--- config.mk ---
export PLATFORM = sky130hd
export DESIGN_NAME = reply_frame_deframer_flat
export DESIGN_NICKNAME = d
export VERILOG_FILES = /design/src/rfd_pkg.sv /design/src/rfd_if.sv /design/src/rfd_engine.sv /design/src/reply_frame_deframer.sv /design/src/flat_wrapper.sv
export SDC_FILE = /design/constraint.sdc
export NUM_CORES = 1
export LEC_CHECK = 0
export BUFFER_PORTS_ARGS = -buffer_cell sky130_fd_sc_hd__buf_2
export CORE_ASPECT_RATIO = 0.8
export CORE_UTILIZATION = 60
export CTS_CLUSTER_SIZE = 40
export DETAILED_ROUTE_END_ITERATION = 8
export PLACE_DENSITY_LB_ADDON = 0.12
export SLEW_MARGIN = 0
export SYNTH_ARGS = -nofsm -noshare
export SYNTH_HDL_FRONTEND = slang
export SYNTH_SLANG_ARGS = --single-unit
--- constraint.sdc ---
create_clock -name i_clk -period 3.8 [get_ports i_clk]
set_clock_uncertainty 0.05 [all_clocks]
set_input_delay 0.76 -clock i_clk [delete_from_list [all_inputs] [get_ports i_clk]]
set_output_delay 0.76 -clock i_clk [all_outputs]
set_load 0.02 [all_outputs]
--- src/rfd_pkg.sv ---
// Shared types and constants for the reply frame deframer.
`timescale 1ns / 1ps

package rfd_pkg;

    localparam logic [7:0]  HDR_START  = 8'hAA;
    localparam logic [7:0]  HDR_SECOND = 8'hBB;
    localparam logic [15:0] POS_MAX    = 16'hFFFF;

    typedef struct packed {
        logic [7:0] rx_byte;
        logic       line_error;
    } t_in_item;

    typedef struct packed {
        logic        accepted;
        logic [15:0] byte_index;
        logic        in_checksum;
        logic        frame_done;
        logic [15:0] frame_length;
    } t_result;

endpackage

--- src/rfd_if.sv ---
// Valid/ready channel interfaces for received bytes and deframer results.
`timescale 1ns / 1ps

interface rfd_in_if;
    logic       valid;
    logic       ready;
    logic [7:0] rx_byte;
    logic       line_error;

    modport source (output valid, output rx_byte, output line_error, input ready);
    modport sink   (input valid, input rx_byte, input line_error, output ready);
endinterface

interface rfd_out_if;
    logic        valid;
    logic        ready;
    logic        accepted;
    logic [15:0] byte_index;
    logic        in_checksum;
    logic        frame_done;
    logic [15:0] frame_length;

    modport source (output valid, output accepted, output byte_index, output in_checksum,
                    output frame_done, output frame_length, input ready);
    modport sink   (input valid, input accepted, input byte_index, input in_checksum,
                    input frame_done, input frame_length, output ready);
endinterface

--- src/rfd_engine.sv ---
// Frame state registers and the per-byte deframing logic.
`timescale 1ns / 1ps

module rfd_engine (
    input  logic             i_clk,
    input  logic             i_rst_n,
    input  logic             i_advance,
    input  rfd_pkg::t_in_item i_item,
    output rfd_pkg::t_result  o_result
);

    localparam logic [2:0] MODE_IDLE      = 3'd0;
    localparam logic [2:0] MODE_GOT_START = 3'd1;
    localparam logic [2:0] MODE_LEN_LO    = 3'd2;
    localparam logic [2:0] MODE_LEN_HI    = 3'd3;
    localparam logic [2:0] MODE_BODY      = 3'd4;

    logic [2:0]  r_mode, n_mode;
    logic [15:0] r_len,  n_len;
    logic [7:0]  r_xor,  n_xor;
    logic [15:0] r_pos,  n_pos;

    logic [16:0] len_p2;
    logic [16:0] len_p3;
    logic [15:0] idx;
    logic        folded;
    logic        done;

    assign len_p2 = {1'b0, r_len} + 17'd2;
    assign len_p3 = {1'b0, r_len} + 17'd3;

    always_comb begin
        n_mode = r_mode;
        n_len  = r_len;
        n_xor  = r_xor;
        n_pos  = r_pos;
        idx    = r_pos;
        folded = 1'b0;
        done   = 1'b0;
        if (!i_item.line_error) begin
            if (i_item.rx_byte == rfd_pkg::HDR_START) begin
                n_xor  = 8'h00;
                n_mode = MODE_GOT_START;
                idx    = 16'd0;
            end else if (r_mode == MODE_GOT_START && i_item.rx_byte == rfd_pkg::HDR_SECOND) begin
                n_len  = 16'd0;
                n_mode = MODE_LEN_LO;
            end else if (r_mode == MODE_LEN_LO) begin
                n_len  = {r_len[15:8], i_item.rx_byte};
                n_mode = MODE_LEN_HI;
            end else if (r_mode == MODE_LEN_HI) begin
                n_len  = {i_item.rx_byte, r_len[7:0]};
                n_mode = MODE_BODY;
            end else if (r_mode == MODE_BODY) begin
                if (r_pos >= 16'd2 && {1'b0, r_pos} <= len_p2) begin
                    n_xor  = r_xor ^ i_item.rx_byte;
                    folded = 1'b1;
                end else if ({1'b0, r_pos} == len_p3 && i_item.rx_byte == r_xor) begin
                    done = 1'b1;
                end
            end
            // position saturates at the top instead of wrapping
            n_pos = (idx < rfd_pkg::POS_MAX) ? idx + 16'd1 : idx;
        end
    end

    always_comb begin
        o_result.accepted     = !i_item.line_error;
        o_result.byte_index   = i_item.line_error ? 16'd0 : idx;
        o_result.in_checksum  = folded;
        o_result.frame_done   = done;
        o_result.frame_length = n_len;
    end

    always_ff @(posedge i_clk) begin
        if (!i_rst_n) begin
            r_mode <= MODE_IDLE;
            r_len  <= 16'd0;
            r_xor  <= 8'h00;
            r_pos  <= 16'd0;
        end else if (i_advance) begin
            r_mode <= n_mode;
            r_len  <= n_len;
            r_xor  <= n_xor;
            r_pos  <= n_pos;
        end
    end

    a_fold_excl_done: assert property (@(posedge i_clk) disable iff (!i_rst_n)
        !(folded && done))
        else $error("byte both folded and flagged as check byte");

    a_start_restarts: assert property (@(posedge i_clk) disable iff (!i_rst_n)
        (i_advance && !i_item.line_error && i_item.rx_byte == rfd_pkg::HDR_START)
        |=> (r_pos == 16'd1 && r_xor == 8'h00 && r_mode == MODE_GOT_START))
        else $error("start byte did not restart the frame");

    a_error_holds: assert property (@(posedge i_clk) disable iff (!i_rst_n)
        (i_advance && i_item.line_error)
        |=> ($stable(r_mode) && $stable(r_len) && $stable(r_xor) && $stable(r_pos)))
        else $error("errored byte changed frame state");

    a_pos_steps: assert property (@(posedge i_clk) disable iff (!i_rst_n)
        (i_advance && !i_item.line_error && i_item.rx_byte != rfd_pkg::HDR_START
         && r_pos != rfd_pkg::POS_MAX)
        |=> (r_pos == $past(r_pos) + 16'd1))
        else $error("position did not advance by one");

endmodule

--- src/reply_frame_deframer.sv ---
// Top level of the reply frame deframer: input register, engine, result register.
//
//  channel  | dir | payload                                               | handshake
//  i_in     | in  | rx_byte[7:0], line_error                             | valid/ready
//  o_out    | out | accepted, byte_index[15:0], in_checksum, frame_done,  | valid/ready
//           |     | frame_length[15:0]                                    |
//
// One byte per cycle sustained while o_out.ready stays high; a taken request moves from the
// input register through the engine into the result register, which drives o_out. The input
// register feeds the engine, which updates frame state and loads the result register in the
// same cycle. Stalls on o_out back up through the input register, so i_in.ready drops only
// when both registers hold requests and o_out.ready is low. Reset is synchronous and clears
// frame state and both valid flags; no clearing pass is needed.
`timescale 1ns / 1ps

module reply_frame_deframer (
    input  logic          i_clk,
    input  logic          i_rst_n,
    rfd_in_if.sink        i_in,
    rfd_out_if.source     o_out
);

    logic              r_s1_valid;
    rfd_pkg::t_in_item r_s1_item;
    logic              r_out_valid;
    rfd_pkg::t_result  r_out_res;

    rfd_pkg::t_result  eng_res;
    logic              out_free;
    logic              advance;
    logic              in_take;

    assign out_free = !r_out_valid || o_out.ready;
    assign advance  = r_s1_valid && out_free;
    assign i_in.ready = !r_s1_valid || advance;
    assign in_take  = i_in.valid && i_in.ready;

    rfd_engine u_engine (
        .i_clk     (i_clk),
        .i_rst_n   (i_rst_n),
        .i_advance (advance),
        .i_item    (r_s1_item),
        .o_result  (eng_res)
    );

    always_ff @(posedge i_clk) begin
        if (!i_rst_n) begin
            r_s1_valid <= 1'b0;
        end else if (in_take) begin
            r_s1_valid <= 1'b1;
        end else if (advance) begin
            r_s1_valid <= 1'b0;
        end
    end

    always_ff @(posedge i_clk) begin
        if (in_take) begin
            r_s1_item.rx_byte    <= i_in.rx_byte;
            r_s1_item.line_error <= i_in.line_error;
        end
    end

    always_ff @(posedge i_clk) begin
        if (!i_rst_n) begin
            r_out_valid <= 1'b0;
        end else if (out_free) begin
            r_out_valid <= advance;
        end
    end

    always_ff @(posedge i_clk) begin
        if (advance) begin
            r_out_res <= eng_res;
        end
    end

    assign o_out.valid        = r_out_valid;
    assign o_out.accepted     = r_out_res.accepted;
    assign o_out.byte_index   = r_out_res.byte_index;
    assign o_out.in_checksum  = r_out_res.in_checksum;
    assign o_out.frame_done   = r_out_res.frame_done;
    assign o_out.frame_length = r_out_res.frame_length;

endmodule

--- src/flat_wrapper.sv ---
// flat-port wrapper written by rule: the top's interface ports become plain ports
module reply_frame_deframer_flat 
  (i_clk, i_rst_n, i_in_valid, i_in_rx_byte, i_in_line_error, i_in_ready, o_out_valid, o_out_accepted, o_out_byte_index, o_out_in_checksum, o_out_frame_done, o_out_frame_length, o_out_ready);
  rfd_in_if i_in_i ();
  rfd_out_if o_out_i ();
  input  logic i_clk;
  input  logic i_rst_n;
  input wire logic [$bits(i_in_i.valid)-1:0] i_in_valid;
  input wire logic [$bits(i_in_i.rx_byte)-1:0] i_in_rx_byte;
  input wire logic [$bits(i_in_i.line_error)-1:0] i_in_line_error;
  output wire logic [$bits(i_in_i.ready)-1:0] i_in_ready;
  output wire logic [$bits(o_out_i.valid)-1:0] o_out_valid;
  output wire logic [$bits(o_out_i.accepted)-1:0] o_out_accepted;
  output wire logic [$bits(o_out_i.byte_index)-1:0] o_out_byte_index;
  output wire logic [$bits(o_out_i.in_checksum)-1:0] o_out_in_checksum;
  output wire logic [$bits(o_out_i.frame_done)-1:0] o_out_frame_done;
  output wire logic [$bits(o_out_i.frame_length)-1:0] o_out_frame_length;
  input wire logic [$bits(o_out_i.ready)-1:0] o_out_ready;
  assign i_in_i.valid = i_in_valid;
  assign i_in_i.rx_byte = i_in_rx_byte;
  assign i_in_i.line_error = i_in_line_error;
  assign i_in_ready = i_in_i.ready;
  assign o_out_valid = o_out_i.valid;
  assign o_out_accepted = o_out_i.accepted;
  assign o_out_byte_index = o_out_i.byte_index;
  assign o_out_in_checksum = o_out_i.in_checksum;
  assign o_out_frame_done = o_out_i.frame_done;
  assign o_out_frame_length = o_out_i.frame_length;
  assign o_out_i.ready = o_out_ready;
  reply_frame_deframer u_core (.i_clk(i_clk), .i_rst_n(i_rst_n), .i_in(i_in_i), .o_out(o_out_i));
endmodule
==> qor.yml, run 1 <==
power:
  switchingPower_w: 0.000411
  p_comb_frac: 0.054
  clkPwrFrac: 0.375
  intPower_w: 0.00143
  vdd_drop_max_mv: 0.339
  cellPowerDensity_mw_per_mm2: 322
  pwr-share-seq: 0.571
  p_leak_nw: 2.25
  switching_share: 0.224
yosys:
  synth_cell_type_count: 65
  ys.warnings.count: 0
  seq_area_frac_synth: 0.420
  netlist.area_leader.share: 0.250
  synth_area_per_cell_um2: 9.64
  yosysTopAreaCell: "edfxtp_1"
  ys_async_sr_fraction: 0
  netlist_instances: 549
  synth_nets: 582
  synth_edf_count: 44
  synth-seq-cells: 89
  ys.flop_type: "dfxtp_1"
  yosys-top-cells-area: "edfxtp_1, dfxtp_1, ha_1"
  syn_area_mm2: 0.00529
drt:
  ant_nets: 0
  drt_first_pass_iters: 4
  vias: 4241
  drtIter0Drc: 356
  vias_per_cell: 6.18
  wirelength_um: 12900
  wl_per_cell_um: 18.8
  drc: 0
outcome:
  outcome: "finished, final reports clean"
final_layout:
  drive_gt1_frac: 0.153
  fin_nets: 602
  stdcell_count: 686
  fillers: 699
  syn_to_final_growth_pct: 8.01
  diodes: 0
  register_area_mm2: 0.00222
  multi_input_area_mm2: 0.00282
clock_tree:
  clkLatencyLatePin_ns: 0.37
  ctsHoldBuffers: 0
  cts_buffers: 9
  post-cts-setup-buffer-count: 0
  clockRootBuffer: "clkbuf_8"
  cts_max_path_buffers: 2
  clock_sinks: 89
  post_cts_resize_count: 0
  clk_pin_slew_ns: 0.08
  cts_max_level: 3
  cts_tree: "yes"
setup_path:
  reg2reg_depth: 13
  critPathTopFamily: "simple AND/OR/NAND/NOR gates"
  reg2reg_to: "u_core.u_engine.r_xor[1]"
  required_ns: 4.02
  worstSetupStartpoint: "u_core.u_engine.r_len[2]"
  worstPathMaxFanout: 11
  path_depth: 13
  endpoint_kind: "flop"
  path_class: "reg2reg"
  cpPeakStageDelay_ns: 0.56
  regToRegStartpoint: "u_core.u_engine.r_len[2]"
  r2r_slack_ns: 0.29
  path_cells: "ha_1, nand3_1, nor2_1, nand2_1, xnor2_1, ha_1, nand4_1, nor4_1, nand2_1, o32a_2, nand2_2, nor3b_4, o21a_1"
  critPathCapture: "u_core.u_engine.r_xor[1]"
  arrival_ns: 3.73
  cp_slowest_cell: "dfxtp_1"
  path_buf_inv: 0
  cp-start-kind: "flop"
placed_design:
  gp_congestion: 0.933
  port_buffers: 49
  dp.final_hpwl_um: 9260
  placed_cells: 670
timing:
  setup_violations: 0
  fin_crit_sh: 0.924
  slew_viol_final: 0
  slew_headroom: 0.398
  period_minus_slack_ns: 3.51
  rsz0062_at_grt: "false"
  max_clock_freq_ghz: 0.285
  tightest_slew_ns: 0.898
  tns_ns: 0
  hold_violations: 0
grt:
  grt_usage: 0.296
  grt_max_degree: 55
  grt_overflow: 0
  grt_pass1_wl_um: 20600
  grt_pass1_vias: 4018
  antenna_found_initial: 0
floorplanning:
  start_util: 0.621
  die_w_um: 107
  die-area_mm2: 0.00921
  die-height_um: 86.0
  core_area_mm2: 0.00852
  rows: 30
  ioPinCount: 50
worst_hold_path:
  hp-start: "u_core.u_engine.r_xor[5]"
  hold_class: "reg2reg"
flow_run:
  cap_violations: 0
-- cell type report --
type | instances | area share
Multi-Input combinational cell | 403 | 0.493
Inverter | 10 | 0.00656
Clock inverter | 4 | 0.0120
Sequential cell | 89 | 0.389
Timing Repair Buffer | 56 | 0.0521
Tap cell | 112 | 0.0245
Clock buffer | 12 | 0.0236
-- per-layer routing --
metal | vias to the layer above | GRT usage | wire length [um]
met5 | - | 0 | 0
met1 | 2052 | 0.406 | 6100
met2 | 142 | 0.462 | 5740
li1 | 2020 | - | -
met4 | 0 | 0.121 | 317
met3 | 27 | 0.0578 | 748
-- power by group through the flow --
stage	Sequential [W]	Clock, W	Combinational [W]
global placement	0.00107	0	0.0000958
detailed placement	0.00107	0	0.0000980
global route	0.00105	0.000735	0.000107
floorplan	0.00108	0	0.0000543
CTS	0.00105	0.000699	0.0000989
finish	0.00105	0.000690	0.0000987
-- placed cells by master, fill, tap and decap left out, types with 8 or more instances in the layout --
cell | Yosys | routed
xor2_1 | 28 | 28
nor2_1 | 23 | 23
buf_2 | 21 | 49
a22o_1 | 16 | 16
a22oi_1 | 19 | 19
a21oi_1 | 13 | 13
nand3_1 | 19 | 19
and3_1 | 25 | 25
clkbuf_8 | 0 | 9
inv_1 | 10 | 10
nand4_1 | 11 | 11
nor2b_1 | 27 | 26
a41o_1 | 8 | 8
o21ai_0 | 18 | 18
edfxtp_1 | 44 | 44
nor4_1 | 8 | 8
xnor2_1 | 21 | 21
dfxtp_1 | 45 | 45
nand2_1 | 54 | 54
ha_1 | 20 | 20
and2_1 | 19 | 19
o21a_1 | 10 | 10
-- worst min-delay path: stages (launching register included) --
cell,delay (ns)
dfxtp_1,0.34
nand2_1,0.07
o21a_1,0.09
-- synth_stat cells, types with 11 or more instances --
| cell type | n |
|---|---|
| a22o_1 | 16 |
| o21ai_0 | 18 |
| and3_1 | 25 |
| clkbuf_1 | 19 |
| dfxtp_1 | 45 |
| ha_1 | 20 |
| nand3_1 | 19 |
| xnor2_1 | 21 |
| and2_1 | 19 |
| xor2_1 | 28 |
| edfxtp_1 | 44 |
| nor2b_1 | 27 |
| a22oi_1 | 19 |
| nor2_1 | 23 |
| nand4_1 | 11 |
| buf_2 | 21 |
| nand2_1 | 54 |
| a21oi_1 | 13 |
-- stage by stage --
| step | cell area, um2 | util | hold slack (ns) | power (W) | setup slack, ns |
|---|---|---|---|---|---|
| after floorplan | 5290 | - | 0.427 | 0.00113 | 0.195 |
| final | 5720 | 0.671 | 0.471 | 0.00184 | 0.289 |
| after CTS | 5720 | 0.671 | 0.469 | 0.00185 | 0.328 |
| after detailed placement | 5510 | 0.647 | 0.451 | 0.00117 | 0.337 |
| after global placement | 5510 | 0.647 | 0.438 | 0.00117 | 0.512 |
| after global routing | 5720 | 0.671 | 0.488 | 0.00189 | 0.0278 |
-- registers in the layout, summed over array words and instances, names as in the netlist --
register                   count
u_core.o_out.frame_done        1
u_core.u_engine.r_mode         3
u_core.o_out.byte_index       16
u_core.o_out.valid             1
u_core.r_s1_item               9
u_core.u_engine.r_xor          8
u_core.r_s1_valid              1
u_core.o_out.in_checksum       1
u_core.o_out.frame_length     16
u_core.u_engine.r_len         16
u_core.u_engine.r_pos         16
u_core.o_out.accepted          1
-- cells by family (layout without fill, tap and decap cells) --
| logic type | count (synthesis) | in the layout | synth area share |
|---|---|---|---|
| compound gates | 116 | 116 | 0.164 |
| xor+xnor | 49 | 49 | 0.0811 |
| fa+ha+maj | 20 | 20 | 0.0473 |
| buf+inv | 57 | 82 | 0.0506 |
| flops | 89 | 89 | 0.420 |
| mux | 2 | 2 | 0.00378 |
| simple gates | 216 | 216 | 0.234 |
-- worst min path at each step --
stage / endpoint / slack (ns) / depth (start not counted)
4_1_cts: u_core.u_engine.r_xor[3] / 0.47 / 2
2_1_floorplan: u_core.u_engine.r_xor[0] / 0.43 / 2
3_3_place_gp: u_core.u_engine.r_xor[4] / 0.44 / 2
3_5_place_dp: u_core.u_engine.r_xor[3] / 0.45 / 2
6_report: u_core.u_engine.r_xor[5] / 0.47 / 2
5_1_grt: u_core.u_engine.r_xor[3] / 0.49 / 2
Power figures use the tool's default switching activity.
==> inputs of run 2 (changes only) <==
- BUFFER_PORTS_ARGS: -buffer_cell sky130_fd_sc_hd__buf_2 -> default
- DONT_BUFFER_PORTS: default -> 1
==> qor.yml, run 2 (synthesis gave the netlist of run 1 again) <==
setup_path:
  regToRegStartpoint: "u_core.u_engine.r_len[2]"  # unchanged
  reg2reg_to: "u_core.u_engine.r_xor[6]"  # was u_core.u_engine.r_xor[1]
  path_cells: "ha_1, nand3_1, nor2_1, nand2_1, xnor2_1, ha_1, nand4_1, nor4_1, nand2_1, o32a_2, nand2_2, nor3b_4, o21a_1"  # unchanged
  worstPathMaxFanout: 11  # unchanged
  cp-start-kind: "flop"  # unchanged
  reg2reg_depth: 13  # unchanged
  cp_slowest_cell: "dfxtp_1"  # unchanged
  endpoint_kind: "flop"  # unchanged
  r2r_slack_ns: 0.33  # was 0.29 ns
  cpPeakStageDelay_ns: 0.56  # about the same
  required_ns: 4.02  # about the same
  arrival_ns: 3.70  # was 3.73 ns
  path_class: "reg2reg"  # unchanged
power:
  pwr-share-seq: 0.583  # was 0.571
  p_comb_frac: 0.029  # was 0.054
  clkPwrFrac: 0.388  # was 0.375
  p_leak_nw: 2.05  # was 2.25 nW
  vdd_drop_max_mv: 0.271  # was 0.339 mV
  intPower_w: 0.00143  # about the same
  cellPowerDensity_mw_per_mm2: 335  # was 322 mW/mm2
  switchingPower_w: 0.000406  # was 0.000411 W
  switching_share: 0.221  # was 0.224
clock_tree:
  cts_tree: "yes"  # unchanged
  clockRootBuffer: "clkbuf_8"  # unchanged
  cts_buffers: 9  # unchanged
  cts_max_level: 3  # unchanged
  clock_sinks: 89  # unchanged
  clkLatencyLatePin_ns: 0.37  # about the same
  clk_pin_slew_ns: 0.09  # was 0.08 ns
  cts_max_path_buffers: 2  # unchanged
  post-cts-setup-buffer-count: 0  # unchanged
  ctsHoldBuffers: 0  # unchanged
  post_cts_resize_count: 0  # unchanged
drt:
  m1WireLength_um: 5890  # was 6100 um
  drc: 0  # unchanged
  wl_met3_um: 974  # was 748 um
  wl_per_cell_um: 20.2  # was 18.8 um
  wirelength_um: 12800  # was 12900 um
  vias_per_cell: 6.44  # was 6.18
  drtIter0Drc: 301  # was 356
  top_layer: "met4"  # unchanged
  route.met2.wl_um: 5630  # was 5740 um
  ant_nets: 0  # unchanged
  vias: 4099  # was 4241
  drt_first_pass_iters: 5  # was 4
final_layout:
  multi_input_area_mm2: 0.00282  # unchanged
  register_area_mm2: 0.00222  # unchanged
  layout_commonest_cell: "nand2_1"  # unchanged
  diodes: 0  # unchanged
  fillers: 687  # was 699
  drive_gt1_frac: 0.0763  # was 0.153
  fin_area_mm2: 0.00548  # was 0.00572 mm2
  syn_to_final_growth_pct: 3.55  # was 8.01%
  fin_nets: 552  # was 602
  most-common-layout-cells: "nand2_1, dfxtp_1, edfxtp_1"  # was nand2_1, buf_2, dfxtp_1
worst_hold_path:
  hp-start: "i_in_rx_byte[7]"  # was u_core.u_engine.r_xor[5]
  hold_class: "in2reg"  # was reg2reg
  hold_end: "u_core.r_s1_item[8]"  # was u_core.u_engine.r_xor[5]
  hold_depth: 0  # was 2
timing:
  tightest_slew_ns: 0.786  # was 0.898 ns
  hold_violations: 0  # unchanged
  max_clock_freq_ghz: 0.288  # was 0.285 GHz
  fin_crit_sh: 0.914  # was 0.924
  fin_ws_ns: 0.326  # was 0.289 ns
  slew_headroom: 0.473  # was 0.398
  slew_viol_final: 0  # unchanged
  tns_ns: 0  # unchanged
  rsz0062_at_grt: "false"  # unchanged
  setup_violations: 0  # unchanged
  period_minus_slack_ns: 3.47  # was 3.51 ns
grt:
  grt_usage: 0.291  # was 0.296
  grt_overflow: 0  # unchanged
  grt_pass1_wl_um: 20300  # was 20600 um
  grt_pass1_vias: 3889  # was 4018
  antenna_found_initial: 0  # unchanged
  grt_max_degree: 55  # unchanged
placed_design:
  dp.final_hpwl_um: 9070  # was 9260 um
  gp_congestion: 0.898  # was 0.933
  pre_cts_ws_ns: 0.372  # was 0.337 ns
  port_buffers: 0  # was 49
  placed_cell_area_mm2: 0.00526  # was 0.00551 mm2
floorplanning:
  core_area_mm2: 0.00852  # unchanged
  ioPinCount: 50  # unchanged
  die-area_mm2: 0.00921  # unchanged
  start_util: 0.621  # unchanged
  die_w_um: 107  # unchanged
  die-height_um: 86.0  # unchanged
  rows: 30  # unchanged
outcome:
  outcome: "finished, final reports clean"  # unchanged
flow_run:
  cap_violations: 0  # unchanged
## run 2: final cells by class
| cell class | instances | area share |
|---|---|---|
| Sequential cell | 89 | 0.405 |
| Inverter | 10 | 0.00685 |
| Multi-Input combinational cell | 403 | 0.514 |
| Tap cell | 112 | 0.0256 |
| Clock buffer | 11 | 0.0258 |
| Clock inverter | 5 | 0.0144 |
| Timing Repair Buffer | 6 | 0.00822 |
## run 2: worst max path at each step
stage                                   from                   endpoint  slack [ns]  cells after the start
detailed placement  u_core.u_engine.r_len[2]   u_core.u_engine.r_xor[6]        0.37                     13
CTS                 u_core.u_engine.r_len[2]   u_core.u_engine.r_xor[6]        0.36                     13
floorplan                        o_out_ready  u_core.u_engine.r_len[10]        0.20                      5
finish              u_core.u_engine.r_len[2]   u_core.u_engine.r_xor[6]        0.33                     13
global route        u_core.u_engine.r_len[2]   u_core.u_engine.r_xor[3]        0.03                     13
global placement    u_core.u_engine.r_len[2]   u_core.u_engine.r_xor[3]        0.51                     13
## run 2: power groups by stage
| stage | combinational (W) | sequential [W] | clock, W |
|---|---|---|---|
| after floorplan | 0.0000543 | 0.00108 | 0 |
| after global placement | 0.0000505 | 0.00109 | 0 |
| after detailed placement | 0.0000525 | 0.00109 | 0 |
| after CTS | 0.0000529 | 0.00107 | 0.000727 |
| after global routing | 0.0000572 | 0.00107 | 0.000759 |
| final | 0.0000527 | 0.00107 | 0.000714 |
## run 2: critical path, delay by kind of cell, from the launching register on
kind / cells / cell delay, ns
simple gates: 8 / 1.47
fa+ha+maj: 2 / 0.61
compound gates: 2 / 0.53
xor+xnor: 1 / 0.15
flops: 1 / 0.56
## run 2: through the flow
step / total power [W] / instances / util / hold slack (ns)
after CTS: 0.00185 / 636 / 0.643 / 0.413
final: 0.00184 / 636 / 0.643 / 0.428
after detailed placement: 0.00115 / 620 / 0.617 / 0.442
after global placement: 0.00114 / 620 / 0.617 / 0.433
after global routing: 0.00189 / 636 / 0.643 / 0.410
after floorplan: 0.00113 / 549 / - / 0.427
## run 2: per-layer routing
layer / GRT usage / vias up
li1: - / 1936
met5: 0 / -
met2: 0.439 / 184
met3: 0.0631 / 35
met1: 0.408 / 1944
met4: 0.117 / 0
==> inputs of run 3 (changes only) <==
- MAX_ROUTING_LAYER: default -> met4
- SETUP_SLACK_MARGIN: default -> 0.4
- clock period: 3.8 -> 3.5 ns (I/O delays scaled with it)
==> qor.yml, run 3 (synthesis gave the netlist of run 1 again) <==
grt:
  grt_max_degree: 55  # unchanged
  antenna_found_initial: 0  # unchanged
  grt_overflow: 0  # unchanged
  grt_pass1_vias: 3828  # was 3889
  grt_usage: 0.304  # was 0.291
  grt_pass1_wl_um: 20400  # was 20300 um
power:
  p_comb_frac: 0.034  # was 0.029
  vdd_drop_max_mv: 0.268  # was 0.271 mV
  intPower_w: 0.00154  # was 0.00143 W
  cellPowerDensity_mw_per_mm2: 351  # was 335 mW/mm2
  pwr-share-seq: 0.582  # was 0.583
  switching_share: 0.226  # was 0.221
  switchingPower_w: 0.000449  # was 0.000406 W
  clkPwrFrac: 0.384  # was 0.388
  p_leak_nw: 2.15  # was 2.05 nW
setup_path:
  cp-start-kind: "flop"  # unchanged
  regToRegStartpoint: "u_core.u_engine.r_len[8]"  # was u_core.u_engine.r_len[2]
  arrival_ns: 3.19  # was 3.70 ns
  path_class: "reg2reg"  # unchanged
  endpoint_kind: "flop"  # unchanged
  required_ns: 3.72  # was 4.02 ns
  worstPathMaxFanout: 8  # was 11
  worstSetupStartpoint: "u_core.u_engine.r_len[8]"  # was u_core.u_engine.r_len[2]
timing:
  slew_headroom: 0.501  # was 0.473
  rsz0062_at_grt: "false"  # unchanged
  tightest_slew_ns: 0.746  # was 0.786 ns
  fin_crit_sh: 0.849  # was 0.914
  max_clock_freq_ghz: 0.336  # was 0.288 GHz
  timing.hold.ws_ns: 0.370  # was 0.428 ns
  setup_violations: 0  # unchanged
  tns_ns: 0  # unchanged
  slew_viol_final: 0  # unchanged
  hold_violations: 0  # unchanged
  fin_ws_ns: 0.527  # was 0.326 ns
  period_minus_slack_ns: 2.97  # was 3.47 ns
placed_design:
  port_buffers: 0  # unchanged
  pre_cts_ws_ns: 0.243  # was 0.372 ns
  gp_congestion: 0.960  # was 0.898
  dp.final_hpwl_um: 9300  # was 9070 um
drt:
  drc: 0  # unchanged
  vias: 4171  # was 4099
  wl_per_cell_um: 19.9  # was 20.2 um
  vias_per_cell: 6.39  # was 6.44
  drtIter0Drc: 347  # was 301
  drt_first_pass_iters: 5  # unchanged
  ant_nets: 0  # unchanged
  wirelength_um: 13000  # was 12800 um
floorplanning:
  ioPinCount: 50  # unchanged
  die_w_um: 107  # unchanged
  start_util: 0.621  # unchanged
  die-area_mm2: 0.00921  # unchanged
  rows: 30  # unchanged
  die-height_um: 86.0  # unchanged
  core_area_mm2: 0.00852  # unchanged
clock_tree:
  cts_max_path_buffers: 2  # unchanged
  cts_tree: "yes"  # unchanged
  clockRootBuffer: "clkbuf_8"  # unchanged
  cts_max_level: 3  # unchanged
  cts_buffers: 9  # unchanged
  clkLatencyLatePin_ns: 0.37  # about the same
  clk_pin_slew_ns: 0.09  # about the same
  clock_sinks: 89  # unchanged
  ctsHoldBuffers: 0  # unchanged
final_layout:
  drive_gt1_frac: 0.133  # was 0.0763
  syn_to_final_growth_pct: 6.88  # was 3.55%
  layout_commonest_cell: "nand2_1"  # unchanged
  most-common-layout-cells: "nand2_1, edfxtp_1, dfxtp_1"  # was nand2_1, dfxtp_1, edfxtp_1
  diodes: 0  # unchanged
  fin_nets: 569  # was 552
  fillers: 649  # was 687
outcome:
  outcome: "finished, final reports clean"  # unchanged
worst_hold_path:
  hp-start: "i_in_line_error"  # was i_in_rx_byte[7]
  hold_class: "in2reg"  # unchanged
flow_run:
  cap_violations: 0  # unchanged
-- run 3: cell count changes in the layout (fill, tap and decap cells not counted), sizes merged --
cell	before	now
clkbuf	11	10
clkinvlp	2	1
nand2	55	56
buf	6	22
clkinv	1	3
-- run 3: final timing paths --
| path | endpoint | depth (start not counted) | slack (ns) |
|---|---|---|---|
| max | u_core.u_engine.r_xor[2] | 13 | 0.53 |
| min | u_core.r_s1_item[0] | 0 | 0.37 |
| min reg2reg | u_core.u_engine.r_xor[0] | 2 | 0.47 |
| max reg2reg | u_core.u_engine.r_xor[2] | 13 | 0.53 |
-- run 3: cell type report --
cell class / count / area, um2 / share of cell area
Multi-Input combinational cell: 404 / 2870 / 0.507
Sequential cell: 89 / 2240 / 0.395
Timing Repair Buffer: 22 / 165 / 0.0292
Tap cell: 112 / 140 / 0.0248
Clock buffer: 10 / 128 / 0.0226
Clock inverter: 6 / 82.6 / 0.0146
Inverter: 10 / 37.5 / 0.00663
-- run 3: per-stage QoR --
stage               power [W]  utilization  cell area [um2]  cells
floorplan             0.00123            -             5300    549
global placement      0.00125        0.629             5360    633
detailed placement    0.00125        0.629             5360    633
CTS                   0.00200        0.655             5580    649
global route          0.00204        0.664             5660    653
finish                0.00198        0.664             5660    653
-- run 3: critical path: stages, from the launching register on --
cell     delay [ns]
dfxtp_1        0.35
and4_4         0.25
nand2_2        0.09
nor2_4         0.15
nand3_1        0.10
xor2_1         0.17
ha_1           0.33
nand4_1        0.16
nor4_2         0.35
nand2_1        0.11
o32a_4         0.35
nand2_4        0.11
nor3b_4        0.08
o21a_1         0.19
-- run 3: power groups by stage --
stage / Combinational (W) / Sequential (W) / Clock [W]
finish: 0.0000679 / 0.00115 / 0.000762
global route: 0.0000733 / 0.00116 / 0.000805
CTS: 0.0000675 / 0.00116 / 0.000771
detailed placement: 0.0000671 / 0.00118 / 0
global placement: 0.0000654 / 0.00118 / 0
floorplan: 0.0000592 / 0.00117 / 0
-- run 3: timing repair --
action,4_1_cts,5_1_grt
hold endpoints to repair,0,0
pin swaps,0,9
buffers inserted,0,3
resized for setup,3,17
endpoints found under the setup margin,10,10
gates cloned,0,1
-- run 3: routing by layer --
layer  up-vias  track usage  wire length (um)
li1       1966            -                 -
met1      2004        0.414              6100
met2       169        0.438              5660
met3        32       0.0600               904
met4         0        0.136               343
met5         -            -                 0
